<file path="src/sv/pta_pkg.sv">
`default_nettype none

package pta_pkg;

   // Default sizes handed to the top level.
   localparam int unsigned STORE_DEPTH_DEF = 1024;
   localparam int unsigned COORD_BITS_DEF  = 32;

   // Triangle queue between the assembly stage and the result port.
   localparam int unsigned TRI_FIFO_DEPTH = 4;

   // Command codes.
   localparam logic [1:0] CMD_STORE  = 2'd0;
   localparam logic [1:0] CMD_START  = 2'd1;
   localparam logic [1:0] CMD_SUBMIT = 2'd2;

   // Primitive modes.
   localparam logic [2:0] MODE_TRIS    = 3'd0;
   localparam logic [2:0] MODE_STRIP   = 3'd1;
   localparam logic [2:0] MODE_FAN     = 3'd2;
   localparam logic [2:0] MODE_QUADS   = 3'd3;
   localparam logic [2:0] MODE_QSTRIP  = 3'd4;
   localparam logic [2:0] MODE_POLYGON = 3'd5;

   // Fill levels of the assembly buffer.
   localparam logic [1:0] PEND_NONE  = 2'd0;
   localparam logic [1:0] PEND_TWO   = 2'd2;
   localparam logic [1:0] PEND_THREE = 2'd3;

   typedef struct packed {
      logic [1:0]         cmd;
      logic [2:0]         prim_mode;
      logic [9:0]         vert_index;
      logic signed [31:0] in_x;
      logic signed [31:0] in_y;
      logic signed [31:0] in_z;
   } req_type;

   typedef struct packed {
      logic signed [31:0] a_x;
      logic signed [31:0] a_y;
      logic signed [31:0] a_z;
      logic signed [31:0] b_x;
      logic signed [31:0] b_y;
      logic signed [31:0] b_z;
      logic signed [31:0] c_x;
      logic signed [31:0] c_y;
      logic signed [31:0] c_z;
      logic               last_of_run;
   } rsp_type;

   typedef struct packed {
      logic lead;
      logic trail;
   } push_type;

   typedef struct packed {
      logic not_empty;
      logic room_two;
   } fifo_status_type;

   // Reduces a vertex index into the store range by conditional subtraction
   // of shifted copies of the depth, largest first.
   function automatic logic [9:0] wrap_index(input logic [9:0] idx,
                                             input int unsigned depth);
      logic [9:0]  r;
      int unsigned step;
      r = idx;
      for (int k = 8; k >= 0; k--) begin
         step = depth << k;
         if (step <= 32'd1023 && 32'(r) >= step) begin
            r = r - 10'(step);
         end
      end
      return r;
   endfunction

endpackage

`default_nettype wire

</file>
<file path="src/sv/pta_tri_fifo.sv">
`default_nettype none

module pta_tri_fifo
   import pta_pkg::*;
(
   input  logic            clock,
   input  logic            reset,
   input  push_type        push,
   input  rsp_type         tri_lead,
   input  rsp_type         tri_trail,
   input  logic            pop,
   output rsp_type         head,
   output fifo_status_type status
);

   localparam int unsigned PTR_BITS = $clog2(TRI_FIFO_DEPTH);

   rsp_type             slot_ff [TRI_FIFO_DEPTH];
   logic [PTR_BITS-1:0] wr_ptr_ff, wr_ptr_in;
   logic [PTR_BITS-1:0] rd_ptr_ff, rd_ptr_in;
   logic [PTR_BITS:0]   count_ff, count_in;
   logic [PTR_BITS:0]   n_push;
   logic [PTR_BITS-1:0] wr_next;

   // The trailing triangle is only ever pushed together with the leading one.
   assign n_push    = (PTR_BITS+1)'(push.lead) + (PTR_BITS+1)'(push.trail);
   assign wr_next   = wr_ptr_ff + PTR_BITS'(1);
   assign wr_ptr_in = wr_ptr_ff + PTR_BITS'(n_push);
   assign rd_ptr_in = rd_ptr_ff + PTR_BITS'(pop);
   assign count_in  = count_ff + n_push - (PTR_BITS+1)'(pop);

   always_ff @(posedge clock) begin
      if (reset) begin
         wr_ptr_ff <= '0;
         rd_ptr_ff <= '0;
         count_ff  <= '0;
      end else begin
         wr_ptr_ff <= wr_ptr_in;
         rd_ptr_ff <= rd_ptr_in;
         count_ff  <= count_in;
      end
   end

   always_ff @(posedge clock) begin
      if (push.lead) begin
         slot_ff[wr_ptr_ff] <= tri_lead;
      end
      if (push.trail) begin
         slot_ff[wr_next] <= tri_trail;
      end
   end

   assign head             = slot_ff[rd_ptr_ff];
   assign status.not_empty = (count_ff != '0);
   assign status.room_two  = (count_ff <= (PTR_BITS+1)'(TRI_FIFO_DEPTH - 2));

endmodule

`default_nettype wire

</file>
<file path="config.mk">
export PLATFORM = sky130hd
export DESIGN_NAME = pta_tri_fifo
export DESIGN_NICKNAME = d
export VERILOG_FILES = /design/src/sv/pta_pkg.sv /design/src/sv/pta_tri_fifo.sv
export SDC_FILE = /design/constraint.sdc
export NUM_CORES = 1
export LEC_CHECK = 0
export BUFFER_PORTS_ARGS = -buffer_cell sky130_fd_sc_hd__buf_4
export CAP_MARGIN = 20
export CORE_MARGIN = 1.5
export CORE_UTILIZATION = 45
export DETAILED_ROUTE_END_ITERATION = 10
export PLACE_DENSITY = 0.7
export SLEW_MARGIN = 30
export SYNTH_ARGS = -nofsm -noshare
export SYNTH_HDL_FRONTEND = slang
export SYNTH_SLANG_ARGS = --single-unit
export TNS_END_PERCENT = 30
</file>
<file path="constraint.sdc">
create_clock -name clock -period 65.7 [get_ports clock]
set_input_delay 0 -clock clock [delete_from_list [all_inputs] [get_ports clock]]
set_output_delay 0 -clock clock [all_outputs]
set_load 0.01 [all_outputs]
</file>
==> metrics.md, run 1 <==
| Metric | Value |
|---|---|
| Arrival time worst endpoint | `4.78 ns` |
| Skew-Pair Late Insertion Delay | `0.76 ns` |
| Required time at the worst-slack endpoint | `65.70 ns` |
| Final count of negative-setup-slack endpoints | `0` |
| Maximum number of pins on one net before global-route repair | `141` |
| Routed wire length per instance | `25.1 µm` |
| Cts repair resizes | `0` |
| Via count of the first global-routing pass | `37800` |
| Result of the run | `finished, final reports clean` |
| DRT Pass-1 Iters | `7` |
| Clk sinks | `1163` |
| Signed area change from the synthesized netlist to the final layout | `37.3%` |
| Launch instance of the worst register-to-register path | `wr_ptr_ff[1]` |
| Critical Path Start Type | `register` |
| Power density over the cells | `27.7 nW/µm²` |
| Total Nets Final | `5166` |
| RSZ-0062 raised after global routing | `false` |
| Final ANT Viol Nets | `0` |
| Number of primary I/O pins | `874` |
| Ratio of final minimum period to clock period | `7.28%` |
| Worst min path class | `in2reg` |
| Timing-limited maximum frequency | `209 MHz` |
| Sequential fraction of the synthesis area | `62.4%` |
| Area of the core region | `123000 µm²` |
| Most common cell in the synthesized netlist | `sky130_fd_sc_hd__edfxtp_1` |
| Predominant post-synthesis flop cell | `sky130_fd_sc_hd__edfxtp_1` |
| Final Routed Wirelength | `159000 µm` |
| Die extent in x | `355 µm` |
| Mean number of vias per cell | `5.56` |
| Worst-path clk slew | `0.06 ns` |
| Routability-driven placement congestion ratio | `0.801` |
| Total Negative Setup Slacks | `0 ns` |
| Static Leak | `27.5 nW` |
| Floorplan die area | `126000 µm²` |
| Ranking of synthesized cells by area | `sky130_fd_sc_hd__edfxtp_1, sky130_fd_sc_hd__mux2_2, sky130_fd_sc_hd__mux4_2, sky130_fd_sc_hd__mux2_1, sky130_fd_sc_hd__buf_4` |
| Slew Limit Fails | `0` |
| Placed Cells | `5200` |
| Worst Max-Slew Pin Slew | `1.06 ns` |
| Area fraction of the dominant cell type after synthesis | `62.1%` |
| Start-to-end type of the worst setup path | `reg2out` |
| Hold violation count in the final report | `0` |
| Post-synthesis async set-or-reset flop share | `0%` |
| DRC marker count from the first detailed-route iteration | `2532` |
| Count of maximum capacitance violations | `0` |
| Detailed-route via count | `35300` |
| Number of H-tree levels | `4` |
| Largest fanout of any net on the critical path | `41` |
| First-pass GRT wire length | `235000 µm` |
| Site Rows | `129` |
| Fraction of final layout cells with drive strength greater than 1 | `44.8%` |
| Starting density of the core | `45.3%` |
| Number of enable flip-flop cells after synthesis | `1156` |
| Post-route DRC violation count | `0` |
| Worst Clk Skew | `0.0229 ns` |
| Filler cell count | `8686` |
| Post-route minimum period | `4.78 ns` |
| Max clock buf depth | `3` |
| Post-Syn Nets | `3426` |
| Initial antenna violation count | `41` |
| Number of unique standard cell types used by synthesis | `25` |
| Final cell count without fillers | `6344` |
| Startpoint of the most critical setup path | `rd_ptr_ff[0]` |
| Top cell types by occurrence after synthesis | `sky130_fd_sc_hd__edfxtp_1, sky130_fd_sc_hd__mux2_2, sky130_fd_sc_hd__mux2_1` |
| Type of element capturing the critical path | `output pin` |
| GRT Resource Usage Total | `24.7%` |
| Clk Tree Root Cell | `sky130_fd_sc_hd__clkbuf_16` |
| Largest area contributor in the netlist | `sky130_fd_sc_hd__edfxtp_1` |
| Count of buffers from port buffering | `873` |
| Peak VDD IR | `0.0000259 V` |
| Number of CTS-inserted buffers | `132` |
| Netlist area before placement | `55900 µm²` |
| Grt ovf | `0` |
| Yosys reg bits | `1163` |
| Number of warning messages in the yosys log | `0` |
| CTS tree | `yes` |
| Die boundary height | `355 µm` |
| Startpoint of the most critical hold path | `tri_lead[155]` |
| Slew margin rel. | `29.2%` |
| Placed wire-length estimate after detailed placement | `93400 µm` |
| Mean area per synthesized cell | `19.7 µm²` |
| Syn Inst Count | `2836` |
==> registers in the layout, indices dropped and copies added, names as in the netlist <==
| signal | flops |
|---|---|
| rd_ptr_ff | 2 |
| slot_ff | 1156 |
| wr_ptr_ff | 2 |
| count_ff | 3 |
==> through the flow <==
step | setup slack [ns] | hold slack, ns | power [mW] | area [µm²] | util, %
after floorplan | 43.74 | 0.0716 | 1.27 | 55900 | -
after global placement | 60.65 | 0.220 | 1.39 | 63700 | 51.6
after detailed placement | 60.53 | 0.220 | 1.39 | 63800 | 51.7
after CTS | 60.47 | 0.0226 | 2.13 | 76500 | 62.0
after global routing | 60.47 | 0.0495 | 2.20 | 76700 | 62.1
final | 60.92 | 0.0933 | 2.13 | 76700 | 62.2
==> cell usage in the layout, fill, tap and decap left out, types with 10 or more instances in the layout <==
cell type                       count
sky130_fd_sc_hd__edfxtp_1        1156
sky130_fd_sc_hd__buf_4            901
sky130_fd_sc_hd__dlygate4sd3_1    874
sky130_fd_sc_hd__mux2_2           709
sky130_fd_sc_hd__mux2_1           447
sky130_fd_sc_hd__mux4_2           289
sky130_fd_sc_hd__clkbuf_16        134
sky130_fd_sc_hd__clkbuf_1          47
sky130_fd_sc_hd__diode_2           36
sky130_fd_sc_hd__clkinv_1          21
sky130_fd_sc_hd__clkinv_2          10
==> layer usage <==
| metal | global-route usage (%) | share of wire (%) | vias up | routed length (µm) |
|---|---|---|---|---|
| met5 | 0 | 0.065 | - | 104 |
| met4 | 9.92 | 3.6 | 18 | 5740 |
| li1 | - | - | 15300 | - |
| met3 | 6.27 | 7.7 | 300 | 12200 |
| met2 | 41.1 | 49 | 1436 | 78800 |
| met1 | 31.0 | 39 | 18200 | 62600 |
==> worst max-delay path, cell delays in order, from the launching register on <==
cell and delay, ns:
sky130_fd_sc_hd__dfxtp_4 0.91, sky130_fd_sc_hd__buf_4 0.81, sky130_fd_sc_hd__buf_4 0.72, sky130_fd_sc_hd__buf_4 0.42
sky130_fd_sc_hd__buf_16 0.29, sky130_fd_sc_hd__mux4_2 0.56, sky130_fd_sc_hd__buf_4 0.17
==> kinds of logic (layout without fill, tap and decap cells) <==
group	count (synthesis)	count (layout)	share of synthesized area [%]
xor gates and xnor gates	3	3	0.0962
AOI/OAI and AO/OA	3	3	0.0269
buffers and inverters	199	2034	2.25
other	0	36	0
muxes	1446	1446	35.0
adders and majority gates	7	7	0.170
and+or+nand+nor	15	15	0.150
DFF	1163	1163	62.4
==> cell type report <==
type	instances	area, µm²	area share (%)
diodes	36	90.1	0.117
clock buffers	181	3530	4.60
clock inverters	48	409	0.533
inverters	7	26.3	0.0342
multi-input cells	1474	19800	25.9
flip-flops and latches	1163	34900	45.4
well taps	1637	2050	2.67
repair buffers	1798	15900	20.8
==> repair_timing <==
action | CTS | global route
buffers inserted | 0 | 0
hold buffers | 874 | 0
hold endpoints to repair | 1187 | 0
==> final timing paths <==
kind / slack (ns) / cells past startpoint / end
max: 60.92 / 6 / head[131]
min: 0.09 / 3 / slot_ff[1][155]
max reg2reg: 60.97 / 6 / slot_ff[0][108]
min reg2reg: 0.63 / 2 / count_ff[0]
==> where the power goes <==
group / switching (mW) / internal [mW] / leakage (nW) / total, mW
logic: 0.232 / 0.243 / 14.7 / 0.475
clock network: 0.303 / 0.383 / 1.89 / 0.686
registers: 0.0239 / 0.940 / 10.9 / 0.964
total: 0.560 / 1.57 / 27.5 / 2.13
(Power assumes the default switching activity.)
==> inputs of run 2 (changes only) <==
Settings changed: PLACE_DENSITY 0.7 to 0.72.
Clock period 65.7 ns to 3.96 ns, I/O delays scaled along.
==> metrics.md, run 2 (synthesized netlist as in run 1, its figures left out) <==
| Metric | Value |
|---|---|
| Type of element capturing the critical path | `output pin` |
| Launch instance of the worst register-to-register path | `wr_ptr_ff[1]` |
| Skew-Pair Late Insertion Delay | `0.78 ns (+0.02 ns)` |
| Fraction of final layout cells with drive strength greater than 1 | `45.3% (+0.56 points)` |
| Timing-limited maximum frequency | `334 MHz` |
| Clock group share of total power | `32.5% (+0.2 points)` |
| Cell count of the worst hold path | `3 (unchanged)` |
| Number of H-tree levels | `4 (unchanged)` |
| Worst Max-Slew Pin Slew | `1.12 ns (+0.0557 ns)` |
| Number of CTS-inserted buffers | `130 (-1.5%)` |
| Die extent in x | `355 µm (unchanged)` |
| Die boundary height | `355 µm (unchanged)` |
| Critical path's most frequent cell | `sky130_fd_sc_hd__buf_4` |
| Static Leak | `27.7 nW (+0.78%)` |
| Signed area change from the synthesized netlist to the final layout | `38.0%` |
| Placed wire-length estimate after detailed placement | `95200 µm (+1.9%)` |
| Number of primary I/O pins | `874 (unchanged)` |
| Max clock buf depth | `3 (unchanged)` |
| First-pass GRT wire length | `242000 µm (+2.9%)` |
| Worst Clk Skew | `0.0256 ns (+0.00268 ns)` |
| Total internal power | `26.3 mW (+1600%)` |
| Post-route minimum period | `2.99 ns` |
| Clk Tree Root Cell | `sky130_fd_sc_hd__clkbuf_16` |
| Largest register FFs | `1156 (unchanged)` |
| Cell with the biggest individual delay on the critical path | `sky130_fd_sc_hd__dfxtp_4` |
| Setup WS post-layout | `0.967 ns (-59.95 ns)` |
| DRC marker count from the first detailed-route iteration | `2749 (+8.6%)` |
| Result of the run | `finished, final reports clean` |
| Peak VDD IR | `0.000424 V (+1500%)` |
| Start-to-end type of the worst setup path | `reg2out` |
| RSZ-0062 raised after global routing | `false` |
| Minimum setup slack after placement | `1.61 ns (-58.92 ns)` |
| Most frequent standard cell in the layout excluding fill and tap cells | `sky130_fd_sc_hd__edfxtp_1` |
| Slew Limit Fails | `0 (unchanged)` |
| Starting density of the core | `45.3% (unchanged)` |
| Slew margin rel. | `25.5% (-3.7 points)` |
| Top reg by flops | `slot_ff` |
| CTS tree | `yes` |
| Net switching component of the power | `9.35 mW (+1600%)` |
| Overall power consumption | `35.6 mW (+1600%)` |
| CP peak stage delay | `0.86 ns (-0.05 ns)` |
| Worst-case reg-to-reg path depth | `4 (-2)` |
| Number of buffers inserted by post-CTS setup repair | `0 (unchanged)` |
| Ratio of final minimum period to clock period | `75.6%` |
| Worst-path clk slew | `0.06 ns (about the same)` |
| Initial antenna violation count | `36 (-12%)` |
| Most frequent cells in the layout | `sky130_fd_sc_hd__edfxtp_1, sky130_fd_sc_hd__buf_4, sky130_fd_sc_hd__dlygate4sd3_1` |
| GRT Resource Usage Total | `25.4% (+0.70 points)` |
| Largest fanout of any net on the critical path | `32 (-22%)` |
| Detailed-route via count | `35300 (+0.21%)` |
| Final count of negative-setup-slack endpoints | `0 (unchanged)` |
| Sw frac | `26.2% (-0.098 points)` |
| Via count of the first global-routing pass | `38900 (+3.0%)` |
| Site Rows | `129 (unchanged)` |
| Clk sinks | `1163 (unchanged)` |
| Count of maximum capacitance violations | `0 (unchanged)` |
| Startpoint of the most critical hold path | `tri_lead[173]` |
| Required time at the worst-slack endpoint | `3.96 ns (-61.74 ns)` |
| Startpoint of the most critical setup path | `rd_ptr_ff[0]` |
| Count of buffers from port buffering | `873 (unchanged)` |
| Floorplan die area | `126000 µm² (unchanged)` |
| Final ANT Viol Nets | `0 (unchanged)` |
| Largest registers | `slot_ff: 1156 flops, count_ff: 3 flops` |
| Total Nets Final | `5185 (+0.37%)` |
| DRT Pass-1 Iters | `6 (-1)` |
| Worst min path class | `in2reg` |
| Routability-driven placement congestion ratio | `0.795 (-0.71%)` |
| Core utilization of the finished layout | `62.5% (+0.30 points)` |
| Total Negative Setup Slacks | `0 ns (unchanged)` |
| Routed wire length per instance | `25.6 µm (+1.8%)` |
| Arrival time worst endpoint | `2.99 ns (-1.79 ns)` |
| Hold violation count in the final report | `0 (unchanged)` |
| Worst hold slack | `0.0896 ns (-0.00369 ns)` |
| Maximum number of pins on one net before global-route repair | `126 (-11%)` |
| Grt ovf | `0 (unchanged)` |
| Mean number of vias per cell | `5.55 (about the same)` |
| Part of the total power dissipated in sequential elements | `44.9% (-0.4 points)` |
| Post-route DRC violation count | `0 (unchanged)` |
| Area of the core region | `123000 µm² (unchanged)` |
| Final Routed Wirelength | `163000 µm (+2.2%)` |
| Combinational group share of total power | `22.6% (+0.2 points)` |
| Power density over the cells | `462 nW/µm² (+1600%)` |
| Critical Path Start Type | `register` |
| Sequence of cells on the critical path | `buf_4 -> mux4_2 -> buf_4` |
[run 2: critical path, delay by kind of cell, from the launching register on]
kind | cells | cell delay (ns)
flops | 1 | 0.86
mux | 1 | 0.62
buf+inv | 2 | 0.73
[run 2: final timing paths]
| kind | end | slack [ns] |
|---|---|---|
| max | head[74] | 0.97 |
| min | slot_ff[3][173] | 0.09 |
| max reg2reg | slot_ff[2][42] | 1.02 |
| min reg2reg | count_ff[2] | 0.67 |
[run 2: stage by stage]
stage          cell area, µm²  instances
3_5_place_dp            64300       5226
3_3_place_gp            64300       5226
4_1_cts                 77000       6323
5_1_grt                 77100       6353
2_1_floorplan           55900       2836
6_report                77100       6363
[run 2: final cells by class]
| type | instances | area (µm²) |
|---|---|---|
| Clock inverter | 60 | 512 |
| Multi-Input combinational cell | 1474 | 19800 |
| Clock buffer | 163 | 3460 |
| Inverter | 7 | 26.3 |
| Tap cell | 1637 | 2050 |
| Fill cell | 8581 | 46400 |
| Antenna cell | 40 | 100 |
| Timing Repair Buffer | 1819 | 16300 |
| Sequential cell | 1163 | 34900 |
[run 2: timing repair]
item | 4_1_cts | 5_1_grt
endpoints found under the hold margin | 1251 | 0
resized for setup | 0 | 0
hold buffers | 874 | 0
[run 2: metal layers]
metal	vias up	wire, µm	GRT usage [%]
met5	-	62	0
met4	10	6350	10.8
met3	354	11500	6.90
met2	1410	83100	43.6
met1	18200	61800	30.1
li1	15400	-	-
[run 2: power groups by stage]
stage,registers (mW),clock network (mW),logic (mW)
final,16.0,11.6,8.06
after global routing,16.1,12.2,8.51
after CTS,16.0,11.8,8.02
after detailed placement,16.2,0,7.05
after global placement,16.2,0,7.00
after floorplan,16.3,0,3.97
==> inputs of run 3 (changes only) <==
Settings changed: PLACE_DENSITY 0.72 to 0.7.
Clock period 3.96 ns to 2.9 ns, I/O delays scaled along.
==> metrics.md, run 3 (synthesized netlist as in run 1, its figures left out) <==
| Metric | Value |
|---|---|
| Max clock buf depth | `3 (unchanged)` |
| Required time at the worst-slack endpoint | `2.90 ns (-1.06 ns)` |
| Starting density of the core | `45.3% (unchanged)` |
| Sw frac | `26.2% (-0.058 points)` |
| Static Leak | `28.0 nW (+1.4%)` |
| Slew margin rel. | `47.1% (+22 points)` |
| Critical Path Start Type | `register` |
| Number of H-tree levels | `4 (unchanged)` |
| Placed wire-length estimate after detailed placement | `101000 µm (+6.6%)` |
| Largest delay contributor family on the critical path | `buffers and inverters` |
| Register area | `34900 µm² (unchanged)` |
| Top reg by flops | `slot_ff` |
| Placed instance area | `65000 µm² (+1.0%)` |
| Maximum number of pins on one net before global-route repair | `97 (-23%)` |
| Part of the total power dissipated in sequential elements | `44.5% (-0.4 points)` |
| GRT Resource Usage Total | `25.4% (about the same)` |
| Count of maximum capacitance violations | `0 (unchanged)` |
| Type of element capturing the critical path | `output pin` |
| Site Rows | `129 (unchanged)` |
| Ratio of final minimum period to clock period | `93.4%` |
| CTS tree | `yes` |
| Worst min path class | `in2reg` |
| Multi-input gate area in the final layout | `19800 µm² (unchanged)` |
| RSZ-0062 raised after global routing | `false` |
| Worst Max-Slew Pin Slew | `0.791 ns (-0.327 ns)` |
| Hold violation count in the final report | `0 (unchanged)` |
| Total Nets Final | `5237 (+1.0%)` |
| Result of the run | `finished, final reports clean` |
| Area of the core region | `123000 µm² (unchanged)` |
| Sequence of cells on the critical path | `buf_4 -> mux4_2 -> buf_4` |
| Grt ovf | `0 (unchanged)` |
| Timing-limited maximum frequency | `369 MHz` |
| WL met2 | `83200 µm (about the same)` |
| Number of primary I/O pins | `874 (unchanged)` |
| Total Negative Setup Slacks | `0 ns (unchanged)` |
| Via count of the first global-routing pass | `38600 (-0.88%)` |
| Worst-path clk slew | `0.06 ns (about the same)` |
| Clk Tree Root Cell | `sky130_fd_sc_hd__clkbuf_16` |
| Total internal power | `36.1 mW (+37%)` |
| Met3 wirelength from detailed routing | `11200 µm (-2.7%)` |
| Critical path's most frequent cell | `sky130_fd_sc_hd__buf_4` |
| Largest fanout of any net on the critical path | `22 (-31%)` |
| Finished layout cell area | `77800 µm² (+0.90%)` |
| Number of CTS-inserted buffers | `131 (+0.77%)` |
| Detailed-route via count | `35600 (+0.85%)` |
| Arrival time worst endpoint | `2.71 ns (-0.28 ns)` |
| DRC marker count from the first detailed-route iteration | `2895 (+5.3%)` |
| Cell with the biggest individual delay on the critical path | `sky130_fd_sc_hd__dfxtp_4` |
| Initial antenna violation count | `36 (unchanged)` |
| Start-to-end type of the worst setup path | `reg2out` |
| Top Metal Used | `met5` |
| Signed area change from the synthesized netlist to the final layout | `39.2%` |
| Most frequent cells in the layout | `sky130_fd_sc_hd__edfxtp_1, sky130_fd_sc_hd__buf_4, sky130_fd_sc_hd__dlygate4sd3_1` |
| Final ANT Viol Nets | `0 (unchanged)` |
| Power density over the cells | `628 nW/µm² (+36%)` |
| Most frequent standard cell in the layout excluding fill and tap cells | `sky130_fd_sc_hd__edfxtp_1` |
| Peak VDD IR | `0.000578 V (+36%)` |
| Net switching component of the power | `12.8 mW (+37%)` |
| Filler cell count | `8587 (+0.070%)` |
| Fraction of final layout cells with drive strength greater than 1 | `45.9% (+0.55 points)` |
| Count of buffers from port buffering | `873 (unchanged)` |
| Die extent in x | `355 µm (unchanged)` |
| CP peak stage delay | `0.66 ns (-0.20 ns)` |
| Post-route DRC violation count | `0 (unchanged)` |
| Routed wire length per instance | `25.6 µm (about the same)` |
| Worst Clk Skew | `0.0175 ns (-0.00807 ns)` |
| Largest register FFs | `1156 (unchanged)` |
| Number of buffers inserted by post-CTS setup repair | `0 (unchanged)` |
| First-pass GRT wire length | `242000 µm (+0.12%)` |
| Mean number of vias per cell | `5.56 (about the same)` |
| Largest registers | `slot_ff: 1156 flops, count_ff: 3 flops` |
| CP bufs+invs | `2 (unchanged)` |
| Routability-driven placement congestion ratio | `0.818 (+2.8%)` |
| Floorplan die area | `126000 µm² (unchanged)` |
| Final count of negative-setup-slack endpoints | `0 (unchanged)` |
| Slew Limit Fails | `0 (unchanged)` |
| Clk sinks | `1163 (unchanged)` |
| Combinational group share of total power | `23.2% (+0.6 points)` |
| Final Routed Wirelength | `164000 µm (+0.72%)` |
| Met1 wire length | `63500 µm (+2.7%)` |
| DRT Pass-1 Iters | `8 (+2)` |
| Clock group share of total power | `32.3% (-0.2 points)` |
| Worst hold slack | `0.129 ns (+0.0393 ns)` |
| Post-route minimum period | `2.71 ns` |
| Skew-Pair Late Insertion Delay | `0.73 ns (-0.05 ns)` |
| Die boundary height | `355 µm (unchanged)` |
## run 3: cell types whose count changed in the layout (fill, tap and decap cells not counted), sizes merged
cell         previous run  this run
bufinv                  6         5
clkinvlp                1         0
inv                    15        13
dlygate4sd3           874       875
buf                   945       995
diode                  40        34
clkinv                 45        54
clkbuf                163       164
## run 3: layer usage
metal | GRT usage (%) | vias up
met2 | 43.4 | 1429
li1 | - | 15400
met5 | 0 | -
met1 | 31.5 | 18500
met4 | 10.2 | 14
met3 | 5.48 | 317
## run 3: layout make-up
cell class	instances	area share, %
flip-flops and latches	1163	44.8
multi-input cells	1474	25.5
repair buffers	1870	21.8
clock buffers	164	4.48
well taps	1637	2.63
clock inverters	65	0.666
diodes	34	0.109
inverters	7	0.0338
## run 3: worst reg2reg max path, delay by kind of cell, from the launching register on
kind,cells,cell delay [ns]
flops,1,0.42
mux,1,0.47
buf+inv,3,1.21
simple gates,1,0.34
## run 3: power groups by stage
| stage | Combinational (mW) | Sequential, mW | Clock (mW) |
|---|---|---|---|
| 2_1_floorplan | 5.43 | 22.2 | 0 |
| 3_3_place_gp | 9.90 | 22.0 | 0 |
| 3_5_place_dp | 9.99 | 22.1 | 0 |
| 4_1_cts | 11.3 | 21.8 | 16.0 |
| 5_1_grt | 11.9 | 21.9 | 16.6 |
| 6_report | 11.3 | 21.8 | 15.8 |
## run 3: path summary, 6_finish.rpt
kind | endpoint | slack, ns | start | cells after the start
max | head[192] | 0.19 | rd_ptr_ff[0] | 3
min | slot_ff[3][246] | 0.13 | tri_trail[246] | 3
max reg2reg | slot_ff[2][212] | 0.20 | wr_ptr_ff[1] | 5
min reg2reg | count_ff[2] | 0.64 | count_ff[2] | 2
## run 3: repair_timing
action,4_1_cts,5_1_grt
gates resized for setup,0,1
setup endpoints to repair,0,1
endpoints found under the hold margin,1173,0
hold buffers,875,0
## run 3: through the flow
stage / setup slack (ns) / std cells / util (%) / power (mW)
after detailed placement: 0.753 / 5276 / 52.6 / 32.1
final: 0.191 / 6414 / 63.0 / 48.9
after global placement: 0.750 / 5276 / 52.6 / 31.9
after global routing: 0.0106 / 6409 / 63.0 / 50.5
after CTS: 0.0251 / 6380 / 62.9 / 49.1
after floorplan: -2.73 / 2836 / - / 27.7
